**src/hdl/tgfw_pkg.sv**
```systemverilog
package tgfw_pkg;

	localparam logic [2:0] FN_SET_CURSOR = 3'd0;
	localparam logic [2:0] FN_DRAW       = 3'd1;
	localparam logic [2:0] FN_DRAW_ADV   = 3'd2;
	localparam logic [2:0] FN_PIXEL      = 3'd3;
	localparam logic [2:0] FN_CLEAR      = 3'd4;
	localparam logic [2:0] FN_READ       = 3'd5;

	localparam int GLYPH_W    = 4;
	localparam int GLYPH_H    = 6;
	localparam int GLYPH_BITS = GLYPH_W * GLYPH_H;

	typedef struct packed {
		logic [GLYPH_H-1:0] bits;
		logic [GLYPH_H-1:0] mask;
		logic [2:0]         shift;
		logic               upper;
		logic [5:0]         page;
	} merge_req_t;

	localparam logic [GLYPH_BITS-1:0] GLYPH_ROM [128] = '{
		24'h01f45f, 24'h01f45f, 24'h01f45f, 24'h01f45f,
		24'h01f45f, 24'h01f45f, 24'h01f45f, 24'h01f45f,
		24'h01f45f, 24'h01f45f, 24'h01f45f, 24'h01f45f,
		24'h01f45f, 24'h01f45f, 24'h01f45f, 24'h01f45f,
		24'h01f45f, 24'h01f45f, 24'h01f45f, 24'h01f45f,
		24'h01f45f, 24'h01f45f, 24'h01f45f, 24'h01f45f,
		24'h01f45f, 24'h01f45f, 24'h01f45f, 24'h01f45f,
		24'h01f45f, 24'h01f45f, 24'h01f45f, 24'h01f7df,
		24'h000000, 24'h0005c0, 24'h003003, 24'h01f29f,
		24'h0057ca, 24'h012109, 24'h01c5cf, 24'h0000c0,
		24'h011380, 24'h000391, 24'h005085, 24'h004384,
		24'h000210, 24'h004104, 24'h000400, 24'h003118,
		24'h00f45e, 24'h0007c2, 24'h012559, 24'h00a551,
		24'h01f107, 24'h009557, 24'h01d55e, 24'h003159,
		24'h01f55f, 24'h00f557, 24'h000280, 24'h000290,
		24'h011284, 24'h00a28a, 24'h004291, 24'h003541,
		24'h01654e, 24'h01e15e, 24'h00a55f, 24'h01144e,
		24'h00e45f, 24'h01555f, 24'h00515f, 24'h01d54e,
		24'h01f11f, 24'h0117d1, 24'h00f408, 24'h01b11f,
		24'h01041f, 24'h01f19f, 24'h01f39f, 24'h00e44e,
		24'h00215f, 24'h01e64e, 24'h01635f, 24'h009552,
		24'h0017c1, 24'h01f40f, 24'h007607, 24'h01f31f,
		24'h01b11b, 24'h003703, 24'h013559, 24'h01145f,
		24'h008102, 24'h01f451, 24'h002042, 24'h010410,
		24'h000081, 24'h01c59a, 24'h00c49f, 24'h01248c,
		24'h01f48c, 24'h01668c, 24'h005784, 24'h01ea8c,
		24'h01c09f, 24'h000740, 24'h01d810, 24'h01231f,
		24'h0107d1, 24'h01e39e, 24'h01c09e, 24'h00c48c,
		24'h00c4be, 24'h03e48c, 24'h00209c, 24'h00a794,
		24'h0127c2, 24'h01e40e, 24'h00e60e, 24'h01e71e,
		24'h012312, 24'h01ea06, 24'h01679a, 24'h0116c4,
		24'h0007c0, 24'h0046d1, 24'h002184, 24'h01f7df
	};

	function automatic logic [GLYPH_BITS-1:0] glyph_bits(input logic [7:0] code);
		logic [GLYPH_BITS-1:0] g;
		if (code[7]) begin
			g = GLYPH_ROM[0];
		end else begin
			g = GLYPH_ROM[code[6:0]];
		end
		return g;
	endfunction

endpackage

```
**src/hdl/tgfw_merge.sv**
```systemverilog
module tgfw_merge #(
	parameter int PANEL_HEIGHT = 64
) (
	input  tgfw_pkg::merge_req_t req,
	input  logic [7:0]           old_byte,
	output logic [7:0]           new_byte,
	output logic                 touch
);
	import tgfw_pkg::*;

	localparam logic [8:0] H9 = 9'(PANEL_HEIGHT);

	logic [15:0] bits16;
	logic [15:0] mask16;
	logic [7:0]  bits8;
	logic [7:0]  mask8;
	logic [7:0]  row_ok;

	always_comb begin
		bits16 = {10'b0, req.bits} << req.shift;
		mask16 = {10'b0, req.mask} << req.shift;
		bits8  = req.upper ? bits16[15:8] : bits16[7:0];
		for (int b = 0; b < 8; b++) begin
			row_ok[b] = (9'({req.page, 3'b000}) + 9'(b)) < H9;
		end
		mask8    = (req.upper ? mask16[15:8] : mask16[7:0]) & row_ok;
		new_byte = (old_byte & ~mask8) | (bits8 & mask8);
		touch    = |mask8;
	end

endmodule

```
**config.mk**
```make
export PLATFORM = sky130hd
export DESIGN_NAME = tgfw_merge
export DESIGN_NICKNAME = d
export VERILOG_FILES = /design/src/hdl/tgfw_pkg.sv /design/src/hdl/tgfw_merge.sv
export SDC_FILE = /design/constraint.sdc
export NUM_CORES = 1
export LEC_CHECK = 0
export BUFFER_PORTS_ARGS = -buffer_cell sky130_fd_sc_hd__buf_2
export CAP_MARGIN = 20
export CELL_PAD_IN_SITES_DETAIL_PLACEMENT = 2
export CELL_PAD_IN_SITES_GLOBAL_PLACEMENT = 2
export CORE_MARGIN = 1.5
export CORE_UTILIZATION = 27
export DETAILED_ROUTE_END_ITERATION = 12
export PLACE_DENSITY = 0.95
export SLEW_MARGIN = 30
export SYNTH_ARGS = -nofsm -noshare
export SYNTH_HDL_FRONTEND = slang
export SYNTH_SLANG_ARGS = --single-unit
export TNS_END_PERCENT = 100
```
**constraint.sdc**
```tcl
create_clock -name vclk -period 2.45
set_clock_uncertainty 0.15 [all_clocks]
set_input_delay 0.245 -clock vclk [all_inputs]
set_output_delay 0.245 -clock vclk [all_outputs]
set_load 0.02 [all_outputs]
```
==> qor.csv, run 1 <==
stage,metric,value,unit
status,run_status,completed,
worst_setup_path,cp.required,2060,ps
worst_setup_path,worst-setup-path-type,in -> out,
floorplan,die_w,56.99,um
yosys,netlist-cell-type-count,38,
yosys,synth_warnings,0,
power_and_ir_drop,power.sequential.fraction,0,
power_and_ir_drop,static-leakage-power,0.4449,nW
global_routing,grt_overflow,0,
min_path,hold_class,in -> out,
floorplan,rows,19,
yosys,postSynthCellCount,112,
sta,period_needed,2322,ps
finish,post_route_cells_drive_above_1_share,0.4056,
global_routing,gr-usage-all-layers,0.1995,
route,routed_wirelength_normalized_by_instance_count,18.14,um
power_and_ir_drop,internal-power,0.00007409,W
yosys,synth_commonest_cells,"sky130_fd_sc_hd__nand2_1 (17), sky130_fd_sc_hd__a21oi_1 (10), sky130_fd_sc_hd__mux2i_1 (7)",
route,drc,0,
route,initialDrtViolationCount,25,
power_and_ir_drop,vdd_drop_max,0.08637,mV
finish,seq_cells,0,
place,port-buffer-count,36,
global_routing,first_global_vias,1082,
route,routed_via_density,5.747,
run,max_cap_viol,0,
yosys,most_repeated_cell_in_the_gate_level_netlist_after_synthesis,sky130_fd_sc_hd__nand2_1,
yosys,synth_largest_area_cell,sky130_fd_sc_hd__mux2i_1,
floorplan,die_height,56.99,um
route,num_vias,1000,
global_routing,grt_first_pass_wirelength,5.230,mm
global_routing,antenna_found_initial,0,
yosys,netlist_top_cells_area,"sky130_fd_sc_hd__mux2i_1 (8.9%), sky130_fd_sc_hd__nand2_1 (8.1%), sky130_fd_sc_hd__a21oi_1 (6.4%)",
floorplan,core_box_area,0.002758,mm^2
place,dp_hpwl,2.707,mm
yosys,synth_largest_type_area_fraction,0.08903,
route,wirelength,3.157,mm
finish,final-seq-area,0,um^2
sta,finalHoldViolCount,0,
sta,max_freq,430.6,MHz
clock_tree,post_cts.resized_instances,0,
yosys,synth.net_count,142,
worst_setup_path,cp_max_fo,16,
worst_setup_path,endpoint_kind,output port,
sta,totalNegativeSetupSlack,0,ps
route,drt-pass1-iter-count,4,
yosys,synth_cell_area,787.0,um^2
power_and_ir_drop,pwr-share-clk,0,
yosys,synth.avg_cell_area,7.027,um^2
sta,max_slew.worst_pin.slew,338.4,ps
power_and_ir_drop,combPwrFrac,1.000,
sta,worst_slew_margin_rel,0.7730,
floorplan,initial_utilization,0.2854,
worst_setup_path,worstSetupStartpointType,primary input,
power_and_ir_drop,power_per_cell_area,187.5,mW/mm^2
sta,grt_setup_unrepaired,false,
power_and_ir_drop,switchingPower,0.0001078,W
finish,syn2layout_area_growth,23.21,%
global_routing,grt_max_degree,18,
sta,setup_viol,0,
power_and_ir_drop,netSwitchingFraction,0.5926,
worst_setup_path,crit_arrival,1930,ps
place,dp_slack,92.36,ps
finish,finalNetCount,175,
yosys,post_synthesis_sequential_area_ratio,0,
clock_tree,post_cts_setup_inserts,0,
floorplan,die_area,0.003248,mm^2
place,gp_congestion,0.8698,
sta,timing.final.ws_setup,127.6,ps
finish,antenna-diode-count,0,
sta,drv_slew,0,
route,final_antenna_net_count,0,
clock_tree,cts.hold.buffers_added,0,
finish,num-clock-buffers,0,
sta,finalCritPeriodShare,0.9479,
floorplan,ios,39,
-- cell usage in the layout, fill, tap and decap left out, drive strengths merged --
cell	netlist	layout
buf	9	40
or3	3	3
nand3b	1	1
and3b	1	1
o31ai	4	4
nor2	9	9
nand4	2	2
o41ai	1	1
nand2	17	17
a21oi	10	10
a22o	2	2
nand3	2	2
a31o	1	1
o21ai	8	8
and2	3	3
a31oi	2	2
a211oi	1	1
mux4	1	1
mux2	8	8
nand4bb	2	2
a2bb2oi	1	1
mux2i	9	9
a22oi	2	2
nor3	4	4
and3	2	2
a221oi	1	1
inv	4	4
o22ai	2	2
-- final cells by class --
cell class	count	area, um^2
fill	342	1788
timing repair buffer	40	210.2
multi-input combinational	99	705.7
inverter	4	15.01
tap	31	38.79
-- routing by layer --
| metal | track usage | part of all wire | vias up |
|---|---|---|---|
| met5 | 0 | 0 | - |
| met4 | 0.03322 | 0.016 | 0 |
| met3 | 0.009070 | 0.024 | 4 |
| met2 | 0.3908 | 0.52 | 20 |
| met1 | 0.2410 | 0.44 | 496 |
| li1 | - | - | 480 |
-- metrics by stage --
step	cells	total power, W	hold WS (ps)	utilization	area [um^2]
3_5_place_dp	174	0.0001817	688.1	0.3516	969.7
6_report	174	0.0001819	684.0	0.3516	969.7
3_3_place_gp	174	0.0001699	672.1	0.3516	969.7
2_1_floorplan	112	0.0001198	499.4	-	787.0
5_1_grt	174	0.0001986	702.6	0.3516	969.7
4_1_cts	174	0.0001824	688.4	0.3516	969.7
-- cells by family after synthesis --
family | synth area share
buf+inv | 0.1033
mux | 0.2814
simple gates | 0.3005
compound gates | 0.3148
-- critical path, stage by stage --
cell	delay (ps)
sky130_fd_sc_hd__buf_2	280
sky130_fd_sc_hd__mux2_2	450
sky130_fd_sc_hd__and3_1	250
sky130_fd_sc_hd__o41ai_2	400
sky130_fd_sc_hd__nand4bb_1	130
sky130_fd_sc_hd__buf_2	170
-- power by group through the flow --
stage	Combinational, W	Sequential, W	Clock (W)
final	0.000182	0	0
after global routing	0.000199	0	0
after CTS	0.000182	0	0
after detailed placement	0.000182	0	0
after global placement	0.000170	0	0
after floorplan	0.000120	0	0
-- path summary, 6_finish.rpt --
kind                         from          end  slack, ps  depth (start not counted)
worst max-delay path       req[7]        touch        130                          6
worst min-delay path  old_byte[3]  new_byte[3]        680                          3
Note: power is estimated with default switching activity, not from simulation.
==> run 2: changes to the inputs <==
Settings changed: CORE_UTILIZATION 27 to 22, PLACE_DENSITY 0.95 to 0.87.
Clock period 2.45 ns to 2.03 ns, I/O delays scaled along.
==> run 2 against run 1 <==
Effect of this change: sequential cell count stayed put; non-clock buffer count is 13 higher; hold slack worse by 85 ps; global-route usage is 0.90 points lower; combinational power is 47% higher; utilization is 0.61 points lower; clock-buffer cell count stayed put; via count is 8.9% higher; final cell count is 16% higher; sequential share of layout area stayed put; routed wire length is 18% higher; critical path type unchanged; largest cell class unchanged.
==> qor.csv, run 2 (synthesized netlist as in run 1, its figures left out) <==
stage,metric,value,unit
worst_setup_path,worstSetupStartpointType,primary input,
floorplan,core_box_area,0.003390,mm^2
power_and_ir_drop,static-leakage-power,0.5252,nW
sta,period_needed,2026,ps
sta,max_freq,493.5,MHz
worst_setup_path,cp.required,1680,ps
global_routing,grt_max_degree,16,
power_and_ir_drop,post-layout-total-power,0.0002670,W
place,gp_congestion,0.8836,
power_and_ir_drop,pwr-share-clk,0,
min_path,hold_class,in -> out,
worst_setup_path,worst-setup-path-type,in -> out,
power_and_ir_drop,switchingPower,0.0001484,W
place,dp_hpwl,3.216,mm
power_and_ir_drop,combPwrFrac,1.000,
power_and_ir_drop,power.sequential.fraction,0,
global_routing,first_global_vias,1191,
finish,layout.cells.most_common,sky130_fd_sc_hd__buf_2,
finish,final-seq-area,0,um^2
finish,final_core_utilization,0.3455,
sta,worst_slew_margin_rel,0.7342,
worst_setup_path,critPathSlowestCell,sky130_fd_sc_hd__mux2i_2,
sta,whs,599.0,ps
global_routing,gr-usage-all-layers,0.1905,
sta,drv_slew,0,
floorplan,rows,21,
worst_setup_path,timing.critical_path.buf_inv,4,
route,final_antenna_net_count,0,
route,routed_wirelength_normalized_by_instance_count,18.47,um
worst_setup_path,kind_of_cell_adding_the_most_delay_to_the_critical_path,buffers and inverters,
worst_setup_path,crit_arrival,1670,ps
floorplan,die_area,0.003945,mm^2
power_and_ir_drop,netSwitchingFraction,0.5557,
sta,finalCritPeriodShare,0.9982,
finish,multi_input_area,758.2,um^2
finish,antenna-diode-count,0,
route,drt-pass1-iter-count,4,
finish,num-clock-buffers,0,
finish,seq_cells,0,
place,port-buffer-count,36,
floorplan,die_w,62.81,um
run,max_cap_viol,0,
sta,totalNegativeSetupSlack,0,ps
floorplan,initial_utilization,0.2322,
route,drc,0,
worst_setup_path,startpoint,req[7],
route,num_vias,1089,
power_and_ir_drop,internal-power,0.0001186,W
sta,grt_setup_unrepaired,true,
min_path,worstHoldStart,old_byte[3],
sta,finalHoldViolCount,0,
clock_tree,post_cts_setup_inserts,0,
worst_setup_path,endpoint_kind,output port,
global_routing,grt_overflow,0,
finish,finalNetCount,188,
power_and_ir_drop,vdd_drop_max,0.07310,mV
floorplan,die_height,62.81,um
finish,fillerInstances,419,
global_routing,antenna_found_initial,0,
route,initialDrtViolationCount,13,
floorplan,ios,39,
finish,mostFrequentLayoutCells,"sky130_fd_sc_hd__buf_2 (31), sky130_fd_sc_hd__buf_4 (18), sky130_fd_sc_hd__nand2_1 (17)",
worst_setup_path,chain_of_cells_forming_the_critical_path,"buf_6, buf_12, buf_4, mux2i_2, a21oi_1, a22o_1, mux2_2, buf_2",
finish,syn2layout_area_growth,48.81,%
route,wirelength,3.730,mm
sta,setup_viol,0,
power_and_ir_drop,power_per_cell_area,228.0,mW/mm^2
global_routing,grt_first_pass_wirelength,6.065,mm
worst_setup_path,delay_of_the_slowest_critical_path_stage,280,ps
route,routed_via_density,5.391,
worst_setup_path,cp_max_fo,8,
sta,max_slew.worst_pin.slew,396.3,ps
finish,post_route_cells_drive_above_1_share,0.5000,
status,run_status,completed,
## run 2: cell count changes in the layout (fill, tap and decap cells not counted), moves of 2 or more
cell	change
sky130_fd_sc_hd__buf_2	-5
sky130_fd_sc_hd__buf_4	+14
sky130_fd_sc_hd__buf_6	+2
sky130_fd_sc_hd__mux2i_1	-2
## run 2: routing by layer
metal / vias to the layer above / track usage / wire [um]
li1: 509 / - / -
met1: 529 / 0.2324 / 1586
met2: 39 / 0.3562 / 1884
met3: 12 / 0.009009 / 124
met4: 0 / 0.05833 / 133
met5: - / 0 / 0
## run 2: worst paths after layout
check | to | slack, ps | cells after the start
worst min-delay path | new_byte[3] | 600 | 3
worst max-delay path | new_byte[0] | 4 | 8
## run 2: timing repair
action | 4_1_cts | 5_1_grt
endpoints found under the setup margin | 8 | 8
resized for setup | 12 | 6
pin swaps | 3 | 1
hold buffers | 0 | 0
## run 2: final cells by class
cell class         count  share of cell area
inverters              4             0.01282
multi-input cells     99              0.6474
well taps             46             0.04915
repair buffers        53              0.2906
## run 2: power by group through the flow
stage               logic (W)  clock network, W  registers [W]
floorplan            0.000145                 0              0
global placement     0.000228                 0              0
detailed placement   0.000247                 0              0
CTS                  0.000258                 0              0
global route         0.000286                 0              0
finish               0.000267                 0              0
## run 2: worst min-delay path, delay by kind of cell
kind     cells  cell delay (ps)
buf+inv      2              210
mux          1              130
## run 2: through the flow
step | worst slack (ps) | std cells | instance area [um^2]
final | 3.647 | 202 | 1171
after global routing | -52.12 | 202 | 1171
after CTS | 16.86 | 202 | 1145
after detailed placement | -87.38 | 202 | 1099
after global placement | -7.083 | 202 | 1099
after floorplan | 166.0 | 112 | 787.0
==> run 3: changes to the inputs <==
Settings changed: PLACE_DENSITY 0.87 to 0.91.
==> run 3 against run 2 <==
Effect of this change: maximum frequency up 2.1%; clock-buffer cell count unchanged; sequential cell count unchanged; routed wire length down 7.7%; via count decreased by 2.2%; power fell by 3.8%; worst setup slack improved by 42 ps; combinational power decreased by 4%; hold slack lost 13 ps; critical path type unchanged; highest routed layer unchanged.
==> qor.csv, run 3 (synthesized netlist as in run 1, its figures left out) <==
stage,metric,value,unit
place,port-buffer-count,36,
clock_tree,post_cts_setup_inserts,0,
global_routing,antenna_found_initial,0,
run,max_cap_viol,0,
finish,antenna-diode-count,0,
worst_setup_path,worst-setup-path-type,in -> out,
sta,worst_slew_margin_rel,0.7676,
floorplan,rows,21,
finish,num-clock-buffers,0,
route,initialDrtViolationCount,20,
sta,finalHoldViolCount,0,
min_path,hold_class,in -> out,
global_routing,grt_max_degree,21,
sta,drv_slew,0,
route,drt-pass1-iter-count,4,
route,wirelength,3.442,mm
sta,finalCritPeriodShare,0.9776,
power_and_ir_drop,combPwrFrac,1.000,
place,dp_slack,-80.37,ps
power_and_ir_drop,vdd_drop_max,0.05687,mV
floorplan,die_w,62.81,um
global_routing,grt_first_pass_wirelength,5.520,mm
worst_setup_path,endpoint_kind,output port,
sta,max_slew.worst_pin.slew,346.5,ps
finish,seq_cells,0,
place,detailed_place.area,0.001106,mm^2
place,dp_hpwl,2.916,mm
floorplan,core_box_area,0.003390,mm^2
finish,syn2layout_area_growth,46.74,%
power_and_ir_drop,power_per_cell_area,222.5,mW/mm^2
route,routed_via_density,5.246,
finish,final-seq-area,0,um^2
power_and_ir_drop,power.sequential.fraction,0,
sta,timing.final.ws_setup,45.41,ps
finish,mostFrequentLayoutCells,"sky130_fd_sc_hd__buf_2 (33), sky130_fd_sc_hd__buf_4 (17), sky130_fd_sc_hd__nand2_1 (16)",
finish,finalNetCount,189,
global_routing,first_global_vias,1127,
floorplan,die_height,62.81,um
global_routing,gr-usage-all-layers,0.1679,
floorplan,die_area,0.003945,mm^2
place,gp_congestion,0.8578,
route,num_vias,1065,
finish,post_route_cells_drive_above_1_share,0.5032,
worst_setup_path,cp_max_fo,9,
worst_setup_path,cp.required,1680,ps
floorplan,initial_utilization,0.2322,
sta,setup_viol,0,
finish,final_core_utilization,0.3407,
finish,layout.cells.most_common,sky130_fd_sc_hd__buf_2,
floorplan,ios,39,
global_routing,grt_overflow,0,
route,routed_wirelength_normalized_by_instance_count,16.96,um
power_and_ir_drop,internal-power,0.0001164,W
power_and_ir_drop,pwr-share-clk,0,
route,drc,0,
worst_setup_path,crit_arrival,1630,ps
power_and_ir_drop,switchingPower,0.0001406,W
finish,post-route-cell-area,0.001155,mm^2
clock_tree,cts.hold.buffers_added,0,
sta,max_freq,503.9,MHz
power_and_ir_drop,static-leakage-power,0.5236,nW
power_and_ir_drop,netSwitchingFraction,0.5470,
worst_setup_path,worstSetupStartpointType,primary input,
route,final_antenna_net_count,0,
status,run_status,completed,
sta,period_needed,1985,ps
power_and_ir_drop,post-layout-total-power,0.0002570,W
## run 3: power by group through the flow
stage	logic, W	clock network [W]	registers [W]
after detailed placement	0.000246	0	0
after global placement	0.000230	0	0
after global routing	0.000278	0	0
after CTS	0.000248	0	0
after floorplan	0.000145	0	0
final	0.000257	0	0
## run 3: path summary, 6_finish.rpt
kind                  cells past startpoint        start  slack [ps]          end
worst max-delay path                      8       req[7]          50  new_byte[0]
worst min-delay path                      4  old_byte[5]         590  new_byte[5]
## run 3: critical path, cell delays in order
cell                      delay (ps)
sky130_fd_sc_hd__buf_6           120
sky130_fd_sc_hd__buf_4           140
sky130_fd_sc_hd__mux2_1          330
sky130_fd_sc_hd__nor2_1          110
sky130_fd_sc_hd__a21oi_1          80
sky130_fd_sc_hd__a22o_1          220
sky130_fd_sc_hd__mux2_2          260
sky130_fd_sc_hd__buf_2           160
## run 3: cell type report
cell class / instances / area (um^2)
timing repair buffer: 54 / 339.1
inverter: 4 / 15.01
multi-input combinational: 99 / 743.2
fill: 416 / 2235
tap: 46 / 57.56
## run 3: what timing repair did
item                       4_1_cts  5_1_grt
resized for setup                2       11
pin swaps                        0        0
setup endpoints to repair        7        8
## run 3: per-stage QoR
| step | hold slack [ps] | instances | TNS [ps] |
|---|---|---|---|
| detailed placement | 591.2 | 203 | -299.9 |
| floorplan | 415.4 | 112 | 0 |
| CTS | 592.3 | 203 | 0 |
| finish | 585.6 | 203 | 0 |
| global route | 624.7 | 203 | -5.647 |
| global placement | 590.1 | 203 | -16.23 |
## run 3: layer usage
layer  part of all wire  up-vias  GRT usage
met5                  0        -          0
met4             0.0041        0   0.008333
met3              0.035        2   0.009009
met2               0.53       33     0.3212
met1               0.43      518     0.2149
li1                   -      512          -
